## config.mk

```make
export PLATFORM = sky130hd
export DESIGN_NAME = lru_page_replacement_core
export DESIGN_NICKNAME = d
export VERILOG_FILES = /design/src/rtl/core/lru_pr_pkg.sv /design/src/rtl/core/lru_pr_cell.sv /design/src/rtl/core/lru_page_replacement_core.sv
export SDC_FILE = /design/constraint.sdc
export NUM_CORES = 2
export LEC_CHECK = 0
export BUFFER_PORTS_ARGS = -buffer_cell sky130_fd_sc_hd__buf_2
export CAP_MARGIN = 40
export CORE_ASPECT_RATIO = 2
export CORE_MARGIN = 2
export CORE_UTILIZATION = 34
export DETAILED_ROUTE_END_ITERATION = 12
export GPL_ROUTABILITY_DRIVEN = 0
export PLACE_DENSITY = 0.55
export RECOVER_POWER = 100
export SETUP_SLACK_MARGIN = 0.15
export SYNTH_ARGS = -nofsm -noshare
export SYNTH_HDL_FRONTEND = slang
export SYNTH_HIERARCHICAL = 1
export SYNTH_SLANG_ARGS = --single-unit
```

## constraint.sdc

```tcl
create_clock -name clk -period 7 [get_ports clk]
set_input_delay 0 -clock clk [delete_from_list [all_inputs] [get_ports clk]]
set_output_delay 0 -clock clk [all_outputs]
set_load 0.005 [all_outputs]
```

## src/rtl/core/lru_pr_pkg.sv

```systemverilog
`timescale 1ns / 1ps
`default_nettype none

package lru_pr_pkg;

	// defaults for the top level parameters
	localparam int FRAMES_DEF    = 32;
	localparam int PAGE_BITS_DEF = 16;

	// fixed field widths of the ports
	localparam int NUM_FRAMES_W  = 6;
	localparam int FRAME_INDEX_W = 5;
	localparam int EVICT_PAGE_W  = 16;
	localparam int FAULT_W       = 16;

	localparam logic [NUM_FRAMES_W-1:0] NUM_FRAMES_RST = NUM_FRAMES_W'(32);
	localparam logic [FAULT_W-1:0]      FAULT_MAX      = {FAULT_W{1'b1}};

	// update broadcast to every cell at commit
	typedef enum logic [1:0] {
		UPD_HIT,
		UPD_FILL,
		UPD_EVICT
	} upd_op_t;

	// sequencer states
	typedef enum logic {
		ST_IDLE,
		ST_SCAN
	} state_t;

endpackage

`default_nettype wire

```

## src/rtl/core/lru_pr_cell.sv

```systemverilog
`timescale 1ns / 1ps
`default_nettype none

// One page frame: page, valid bit and recency rank. The lookup token is
// registered in it; the commit update reaches all cells at once.
module lru_pr_cell #(
	parameter int IDX       = 0,
	parameter int PAGE_BITS = 16,
	parameter int IDX_W     = 5,
	parameter int RANK_W    = 5
) (
	input  wire                      clk,
	input  wire                      arst_n,
	// token from the left neighbor
	input  wire                      tin_valid,
	input  wire  [PAGE_BITS-1:0]     tin_page,
	input  wire                      tin_found,
	input  wire  [IDX_W-1:0]         tin_hit_idx,
	input  wire  [RANK_W-1:0]        tin_hit_rank,
	input  wire  [IDX_W-1:0]         tin_vic_idx,
	input  wire  [PAGE_BITS-1:0]     tin_vic_page,
	// token to the right neighbor
	output logic                     tout_valid,
	output logic [PAGE_BITS-1:0]     tout_page,
	output logic                     tout_found,
	output logic [IDX_W-1:0]         tout_hit_idx,
	output logic [RANK_W-1:0]        tout_hit_rank,
	output logic [IDX_W-1:0]         tout_vic_idx,
	output logic [PAGE_BITS-1:0]     tout_vic_page,
	// rank held by the least recent frame
	input  wire  [RANK_W-1:0]        vic_rank,
	// commit broadcast
	input  wire                      upd_en,
	input  wire lru_pr_pkg::upd_op_t upd_op,
	input  wire  [IDX_W-1:0]         upd_slot,
	input  wire  [RANK_W-1:0]        upd_rank,
	input  wire  [PAGE_BITS-1:0]     upd_page
);
	import lru_pr_pkg::*;

	localparam logic [IDX_W-1:0] MY_IDX = IDX_W'(IDX);

	logic [PAGE_BITS-1:0] frame_page_q;
	logic                 frame_valid_q;
	logic [RANK_W-1:0]    frame_rank_q;
	logic                 hit_here;
	logic                 vic_here;
	logic                 is_slot;

	// first matching frame wins; the victim is the frame at the oldest rank
	assign hit_here = frame_valid_q && (frame_page_q == tin_page) && !tin_found;
	assign vic_here = frame_valid_q && (frame_rank_q == vic_rank);
	assign is_slot  = (upd_slot == MY_IDX);

	// token stage
	always_ff @(posedge clk or negedge arst_n) begin
		if (!arst_n) begin
			tout_valid <= 1'b0;
		end else begin
			tout_valid <= tin_valid;
		end
	end

	always_ff @(posedge clk) begin
		tout_page     <= tin_page;
		tout_found    <= tin_found | hit_here;
		tout_hit_idx  <= hit_here ? MY_IDX : tin_hit_idx;
		tout_hit_rank <= hit_here ? frame_rank_q : tin_hit_rank;
		tout_vic_idx  <= vic_here ? MY_IDX : tin_vic_idx;
		tout_vic_page <= vic_here ? frame_page_q : tin_vic_page;
	end

	// valid and rank update at commit
	always_ff @(posedge clk or negedge arst_n) begin
		if (!arst_n) begin
			frame_valid_q <= 1'b0;
			frame_rank_q  <= '0;
		end else if (upd_en) begin
			if (is_slot && upd_op != UPD_HIT) begin
				frame_valid_q <= 1'b1;
				frame_rank_q  <= '0;
			end else if (is_slot) begin
				frame_rank_q <= '0;
			end else begin
				case (upd_op)
					UPD_HIT: begin
						if (frame_valid_q && frame_rank_q < upd_rank)
							frame_rank_q <= frame_rank_q + RANK_W'(1);
					end
					default: begin
						if (frame_valid_q)
							frame_rank_q <= frame_rank_q + RANK_W'(1);
					end
				endcase
			end
		end
	end

	// page store, written on fill or eviction
	always_ff @(posedge clk) begin
		if (upd_en && is_slot && upd_op != UPD_HIT)
			frame_page_q <= upd_page;
	end

endmodule

`default_nettype wire

```

## src/rtl/core/lru_page_replacement_core.sv

```systemverilog
`timescale 1ns / 1ps
`default_nettype none

// LRU page replacement over FRAMES fully associative frames. Pulse start
// with page_id while busy is low; the reference walks a row of frame cells,
// one cell per cycle, then a commit updates all frames. done pulses for
// exactly one cycle once the commit result is registered, carrying hit,
// frame_index, evicted_valid, evicted_page and fault_count; there is no
// backpressure, so the receiver must take the result in that cycle. busy
// drops in the cycle done is high, so the next start transfer lands at the
// end of that cycle; the core takes no new reference while one is still
// walking the cell row.
// cfg_we/cfg_data write num_frames (0 acts as 1, above FRAMES acts as
// FRAMES) and must be used only while busy is low. After reset all frames
// are empty, num_frames is 32 and the fault count is zero.
module lru_page_replacement_core #(
	parameter int FRAMES    = lru_pr_pkg::FRAMES_DEF,
	parameter int PAGE_BITS = lru_pr_pkg::PAGE_BITS_DEF
) (
	input  wire                                     clk,
	input  wire                                     arst_n,
	input  wire                                     start,
	output logic                                    busy,
	input  wire  [PAGE_BITS-1:0]                    page_id,
	input  wire                                     cfg_we,
	input  wire  [lru_pr_pkg::NUM_FRAMES_W-1:0]     cfg_data,
	output logic                                    done,
	output logic                                    hit,
	output logic [lru_pr_pkg::FRAME_INDEX_W-1:0]    frame_index,
	output logic                                    evicted_valid,
	output logic [lru_pr_pkg::EVICT_PAGE_W-1:0]     evicted_page,
	output logic [lru_pr_pkg::FAULT_W-1:0]          fault_count
);
	import lru_pr_pkg::*;

	localparam int IDX_W  = (FRAMES > 1) ? $clog2(FRAMES) : 1;
	localparam int RANK_W = IDX_W;
	localparam int USED_W = $clog2(FRAMES + 1);
	localparam int CMP_W  = (USED_W > NUM_FRAMES_W) ? USED_W : NUM_FRAMES_W;
	localparam int IXE_W  = (IDX_W > FRAME_INDEX_W) ? IDX_W : FRAME_INDEX_W;
	localparam int PGE_W  = (PAGE_BITS > EVICT_PAGE_W) ? PAGE_BITS : EVICT_PAGE_W;

	state_t state_q, state_d;

	logic [NUM_FRAMES_W-1:0] num_frames_q;
	logic [USED_W-1:0]       used_q;
	logic [FAULT_W-1:0]      faults_q;
	logic [PAGE_BITS-1:0]    page_q;
	logic                    tok_start_q;

	// token chain, entry 0 is driven here, entry FRAMES leaves the last cell
	logic                 tok_valid    [FRAMES+1];
	logic [PAGE_BITS-1:0] tok_page     [FRAMES+1];
	logic                 tok_found    [FRAMES+1];
	logic [IDX_W-1:0]     tok_hit_idx  [FRAMES+1];
	logic [RANK_W-1:0]    tok_hit_rank [FRAMES+1];
	logic [IDX_W-1:0]     tok_vic_idx  [FRAMES+1];
	logic [PAGE_BITS-1:0] tok_vic_page [FRAMES+1];

	logic                 accept;
	logic                 commit;
	logic [RANK_W-1:0]    vic_rank;
	logic [CMP_W-1:0]     nf_ext;
	logic [CMP_W-1:0]     limit;
	logic                 full;
	upd_op_t              upd_op;
	logic [IDX_W-1:0]     upd_slot;
	logic [IXE_W-1:0]     slot_ext;
	logic [PGE_W-1:0]     vic_ext;

	logic                     hit_q;
	logic [FRAME_INDEX_W-1:0] frame_index_q;
	logic                     ev_valid_q;
	logic [EVICT_PAGE_W-1:0]  ev_page_q;
	logic                     done_q;

	// next state
	always_comb begin
		state_d = state_q;
		unique case (state_q)
			ST_IDLE: if (start) state_d = ST_SCAN;
			ST_SCAN: if (tok_valid[FRAMES]) state_d = ST_IDLE;
			default: state_d = ST_IDLE;
		endcase
	end

	// state outputs
	always_comb begin
		busy   = 1'b0;
		commit = 1'b0;
		unique case (state_q)
			ST_IDLE: busy = 1'b0;
			ST_SCAN: begin
				busy   = 1'b1;
				commit = tok_valid[FRAMES];
			end
			default: busy = 1'b0;
		endcase
	end

	assign accept = start && !busy;

	always_ff @(posedge clk or negedge arst_n) begin
		if (!arst_n) begin
			state_q <= ST_IDLE;
		end else begin
			state_q <= state_d;
		end
	end

	// configuration register
	always_ff @(posedge clk or negedge arst_n) begin
		if (!arst_n) begin
			num_frames_q <= NUM_FRAMES_RST;
		end else if (cfg_we) begin
			num_frames_q <= cfg_data;
		end
	end

	// token launch into the first cell
	always_ff @(posedge clk or negedge arst_n) begin
		if (!arst_n) begin
			tok_start_q <= 1'b0;
		end else begin
			tok_start_q <= accept;
		end
	end

	always_ff @(posedge clk) begin
		if (accept)
			page_q <= page_id;
	end

	assign tok_valid[0]    = tok_start_q;
	assign tok_page[0]     = page_q;
	assign tok_found[0]    = 1'b0;
	assign tok_hit_idx[0]  = '0;
	assign tok_hit_rank[0] = '0;
	assign tok_vic_idx[0]  = '0;
	assign tok_vic_page[0] = '0;

	// the oldest valid frame holds rank used-1
	assign vic_rank = RANK_W'(used_q - USED_W'(1));

	// row of frame cells
	for (genvar gi = 0; gi < FRAMES; gi++) begin : g_cell
		lru_pr_cell #(
			.IDX       (gi),
			.PAGE_BITS (PAGE_BITS),
			.IDX_W     (IDX_W),
			.RANK_W    (RANK_W)
		) u_cell (
			.clk           (clk),
			.arst_n        (arst_n),
			.tin_valid     (tok_valid[gi]),
			.tin_page      (tok_page[gi]),
			.tin_found     (tok_found[gi]),
			.tin_hit_idx   (tok_hit_idx[gi]),
			.tin_hit_rank  (tok_hit_rank[gi]),
			.tin_vic_idx   (tok_vic_idx[gi]),
			.tin_vic_page  (tok_vic_page[gi]),
			.tout_valid    (tok_valid[gi+1]),
			.tout_page     (tok_page[gi+1]),
			.tout_found    (tok_found[gi+1]),
			.tout_hit_idx  (tok_hit_idx[gi+1]),
			.tout_hit_rank (tok_hit_rank[gi+1]),
			.tout_vic_idx  (tok_vic_idx[gi+1]),
			.tout_vic_page (tok_vic_page[gi+1]),
			.vic_rank      (vic_rank),
			.upd_en        (commit),
			.upd_op        (upd_op),
			.upd_slot      (upd_slot),
			.upd_rank      (tok_hit_rank[FRAMES]),
			.upd_page      (page_q)
		);
	end

	// clamp the frame limit to 1..FRAMES
	assign nf_ext = CMP_W'(num_frames_q);
	always_comb begin
		if (nf_ext == '0)
			limit = CMP_W'(1);
		else if (nf_ext > CMP_W'(FRAMES))
			limit = CMP_W'(FRAMES);
		else
			limit = nf_ext;
	end

	assign full = CMP_W'(used_q) >= limit;

	// commit decision: hit, fill the lowest free frame, or evict the oldest
	always_comb begin
		if (tok_found[FRAMES]) begin
			upd_op   = UPD_HIT;
			upd_slot = tok_hit_idx[FRAMES];
		end else if (full) begin
			upd_op   = UPD_EVICT;
			upd_slot = tok_vic_idx[FRAMES];
		end else begin
			upd_op   = UPD_FILL;
			upd_slot = IDX_W'(used_q);
		end
	end

	assign slot_ext = IXE_W'(upd_slot);
	assign vic_ext  = PGE_W'(tok_vic_page[FRAMES]);

	// frame count and fault counter
	always_ff @(posedge clk or negedge arst_n) begin
		if (!arst_n) begin
			used_q   <= '0;
			faults_q <= '0;
		end else if (commit) begin
			if (upd_op == UPD_FILL)
				used_q <= used_q + USED_W'(1);
			if (!tok_found[FRAMES] && faults_q != FAULT_MAX)
				faults_q <= faults_q + FAULT_W'(1);
		end
	end

	// result strobe
	always_ff @(posedge clk or negedge arst_n) begin
		if (!arst_n) begin
			done_q <= 1'b0;
		end else begin
			done_q <= commit;
		end
	end

	// result payload
	always_ff @(posedge clk) begin
		if (commit) begin
			hit_q         <= tok_found[FRAMES];
			frame_index_q <= slot_ext[FRAME_INDEX_W-1:0];
			ev_valid_q    <= (upd_op == UPD_EVICT);
			ev_page_q     <= (upd_op == UPD_EVICT) ? vic_ext[EVICT_PAGE_W-1:0] : '0;
		end
	end

	assign done          = done_q;
	assign hit           = hit_q;
	assign frame_index   = frame_index_q;
	assign evicted_valid = ev_valid_q;
	assign evicted_page  = ev_page_q;
	assign fault_count   = faults_q;

endmodule

`default_nettype wire

```

==> impl_summary.log <==
[metrics] final-report max-slew violation count: 1,002
[metrics] starting utilization of the core area: about 34%
[metrics] count of boundary I/O pins: 67
[metrics] maximum level of the CTS H-tree: 4
[metrics] most used cell, CP: sky130_fd_sc_hd__clkbuf_1
[metrics] Root Driver: sky130_fd_sc_hd__clkbuf_16
[metrics] estimated wirelength of the detail-placed design: around 160,000 um
[metrics] clk sink count: around 2,300
[metrics] worst hold margin: roughly 0.067 ns
[metrics] CP max stage delay: between 1 and 1.5 ns
[metrics] R2R Setup Slk: approximately 1.0 ns
[metrics] number of instances on the worst hold path: 3
[metrics] fraction of layout instances using a drive strength above 1: about a fifth
[metrics] number of resized instances in the post-cts repair step: 0
[metrics] largest net degree at the start of global routing: 109
[metrics] type of the most critical hold path: in2reg
[metrics] area of the mapped netlist: a little over 0.08 sq mm
[metrics] startpoint type of the worst setup path: flip-flop
[metrics] drt drc: 0
[metrics] largest driver fanout on the critical path: 21
[metrics] dominant delay contributor by cell family on the critical path: buffers and inverters
[metrics] CP Buf/Inv Count: 4
[metrics] DRC marker count from the first detailed-route iteration: about 2,500
[metrics] required time at the endpoint of the critical path: slightly below 8 ns
[metrics] setup_tns: 0 ns
[metrics] slowest cell on the critical path: sky130_fd_sc_hd__xor2_1
[metrics] TritonCTS clock tree: built
[metrics] clock skew: 0.0459 ns
[metrics] clk slew on worst S/H paths: approximately 0.070 ns
[metrics] total clock buffers created by CTS: 198
[metrics] number of antenna-violating nets in the routed design: 0
[metrics] Pwr Total: between 20 and 30 mW
[metrics] outcome: complete, but fails checks
[metrics] port bufs: 66
[metrics] latest clock arrival within the worst-skew pair: 0.86 ns
[metrics] Setup Fix Bufs, Post-CTS: 0
[metrics] Max Cap Violations: 52
[metrics] Setup Crit Path Kind: reg2reg
[metrics] wire length of the first global-routing pass: about 310,000 um
[metrics] maximum number of buffers from clock root to sink: 4
[metrics] gr ovfl total: 0
[metrics] num rows: approximately 260
[metrics] number of antenna violations at the first check in global routing: 12
[metrics] post-layout min period: approximately 6.0 ns
[metrics] number of optimization iterations in the first detailed-route pass: 8
[metrics] global routing usage summed across all routing layers: 17.3%
[metrics] PD cells: 281 mW/mm^2
[metrics] Cells after Synth: approximately 5,900
[metrics] Achievable Freq: approximately 170 MHz
[metrics] Cell Chain, Critical Path: inv_1 -> ha_1 -> nor3b_1 -> xor2_1 -> clkbuf_1 -> clkbuf_1 -> xor2_1 -> nor4_1 -> and3_1 -> clkbuf_1 -> mux2_1
[metrics] hold path start: cfg_we
[metrics] sink of the worst hold path: nf_ext[5]
[metrics] core footprint: between 0.2 and 0.25 sq mm
[metrics] post-detailed-route wirelength per cell: between 20 and 25 um
[metrics] number of vias after detailed routing: roughly 45,000
[metrics] Final Hold Vio Count: 0
[metrics] count of synthesis-stage warnings from yosys: 6
[metrics] width of the die: approximately 350 um
[metrics] data arrival time of the critical path: 6.73 ns
[metrics] Final period util: between 80% and 90%
[metrics] violated checks: capacitance limit, slew limit
[metrics] endpoint of the lowest-slack register-to-register path: g_cell[7].u_cell/tout_vic_page[7]
[metrics] path depth of the worst reg2reg path: 11
[metrics] number of global-route vias before repair: between 40,000 and 50,000
[metrics] final standard cell utilization of the core: about two fifths
[metrics] maximum vdd drop: roughly 240 uV
[metrics] final setup violation count: 0
[metrics] vertical die dimension: ~700 um
[metrics] static leakage: ~38 nW
[metrics] area added between synthesis and finish: 14.0%
[metrics] synthesized area per cell: between 10 and 15 sq um
[metrics] net total in the final layout: ~6,500
[metrics] unrepaired setup endpoints after global routing: no
[metrics] CP endpoint kind: flip-flop
[metrics] Die Outline Area: about 0.25 sq mm
[metrics] average via count per standard cell: 4.62
[metrics] max-slew headroom at the worst pin: -145%
[metrics] Slew @ Worst Pin: roughly 3.7 ns
[metrics] number of inserted filler cells in the final layout: ~23,000
[metrics] R2R Path Start: used_q[1]
[metrics] wire length after detailed routing: ~210,000 um
how the worst max path moves through the flow:
stage	cells after the start	to	from	slack, ns
CTS	13	g_cell[1].u_cell/frame_page_q[12]	nf_ext[1]	1.97
detailed placement	13	g_cell[1].u_cell/frame_page_q[12]	nf_ext[1]	1.96
floorplan	10	g_cell[15].u_cell/frame_page_q[0]	used_q[0]	0.69
finish	11	g_cell[7].u_cell/tout_vic_page[7]	used_q[1]	1.0
global placement	13	g_cell[1].u_cell/frame_page_q[12]	nf_ext[1]	1.83
global route	11	g_cell[5].u_cell/tout_vic_page[14]	used_q[1]	0.82
sequential cells by signal, summed over array words and instances, names as in the netlist, 5 cells and up:
name                         count
nf_ext                           6
g_cell.u_cell/tout_vic_page    512
g_cell.u_cell/tout_hit_idx     160
g_cell.u_cell/frame_valid_q     32
g_cell.u_cell/frame_rank_q     160
evicted_page                    16
g_cell.u_cell/tout_hit_rank    160
g_cell.u_cell/tout_vic_idx     160
frame_index                      5
g_cell.u_cell/tout_page        496
page_q                          16
g_cell.u_cell/tout_found        32
g_cell.u_cell/tout_valid        32
used_q                           6
g_cell.u_cell/frame_page_q     512
fault_count                     16
metal layers:
metal | track usage, % | wire (um) | vias up
met2 | 36.1 | 127000 | 848
met4 | 9.70 | 12700 | 2
met3 | 2.09 | 6250 | 484
met5 | 0 | 13 | -
met1 | 15.4 | 68800 | 22300
li1 | - | - | 21300
metrics by stage:
stage / worst slack, ns / instances / area [sq um]
2_1_floorplan: 0.691 / 5969 / 82400
3_3_place_gp: 1.83 / 9253 / 87100
3_5_place_dp: 1.96 / 9295 / 87800
4_1_cts: 1.97 / 9713 / 95000
5_1_grt: 0.817 / 9719 / 93800
6_report: 0.996 / 9723 / 93800
report_power, final:
part | total (mW) | internal [mW] | switching (mW)
sequential | 14.2 | 14.0 | 0.154
clock | 11.2 | 6.27 | 4.95
combinational | 0.961 | 0.413 | 0.548
worst register-to-register path, stage by stage, from the launching register on:
cell and delay [ns]:
sky130_fd_sc_hd__dfrtp_1 0.47, sky130_fd_sc_hd__inv_1 0.14, sky130_fd_sc_hd__ha_1 0.27, sky130_fd_sc_hd__nor3b_1 0.33, sky130_fd_sc_hd__xor2_1 1.15, sky130_fd_sc_hd__clkbuf_1 0.65, sky130_fd_sc_hd__clkbuf_1 0.99, sky130_fd_sc_hd__xor2_1 0.15
sky130_fd_sc_hd__nor4_1 0.24, sky130_fd_sc_hd__and3_1 0.21, sky130_fd_sc_hd__clkbuf_1 0.83, sky130_fd_sc_hd__mux2_1 0.47
cells in the final DEF, fill, tap and decap left out, types with 77 or more instances in the layout:
cell                           n
sky130_fd_sc_hd__inv_1       165
sky130_fd_sc_hd__dfxtp_1    1520
sky130_fd_sc_hd__clkbuf_1    152
sky130_fd_sc_hd__mux2i_1     161
sky130_fd_sc_hd__nor2_1       87
sky130_fd_sc_hd__xnor2_1     198
sky130_fd_sc_hd__mux2_1      114
sky130_fd_sc_hd__nor4_1      141
sky130_fd_sc_hd__mux2_2      564
sky130_fd_sc_hd__edfxtp_1    551
sky130_fd_sc_hd__or2_2       219
sky130_fd_sc_hd__clkbuf_16   206
sky130_fd_sc_hd__ha_1        169
sky130_fd_sc_hd__nand4_1     106
sky130_fd_sc_hd__a21oi_1     129
sky130_fd_sc_hd__nor2b_1      83
sky130_fd_sc_hd__nand2b_1    151
sky130_fd_sc_hd__dfrtp_1     254
sky130_fd_sc_hd__and2b_2      77
sky130_fd_sc_hd__xor2_1      495
sky130_fd_sc_hd__nand2_1     275
final cells by class:
type	count	area, sq um	share of cell area (%)
repair buffers	250	1670	1.78
clock inverters	92	956	1.02
clock buffers	270	5670	6.04
flip-flops and latches	2326	53400	56.9
well taps	3212	4020	4.28
inverters	167	628	0.670
multi-input cells	3401	27500	29.3
diodes	5	12.5	0.0133
what timing repair did:
action	CTS	global route
hold buffers	56	0
endpoints found under the hold margin	240	0
endpoints found under the setup margin	0	0
No activity file was read; power rests on OpenSTA's default activity.
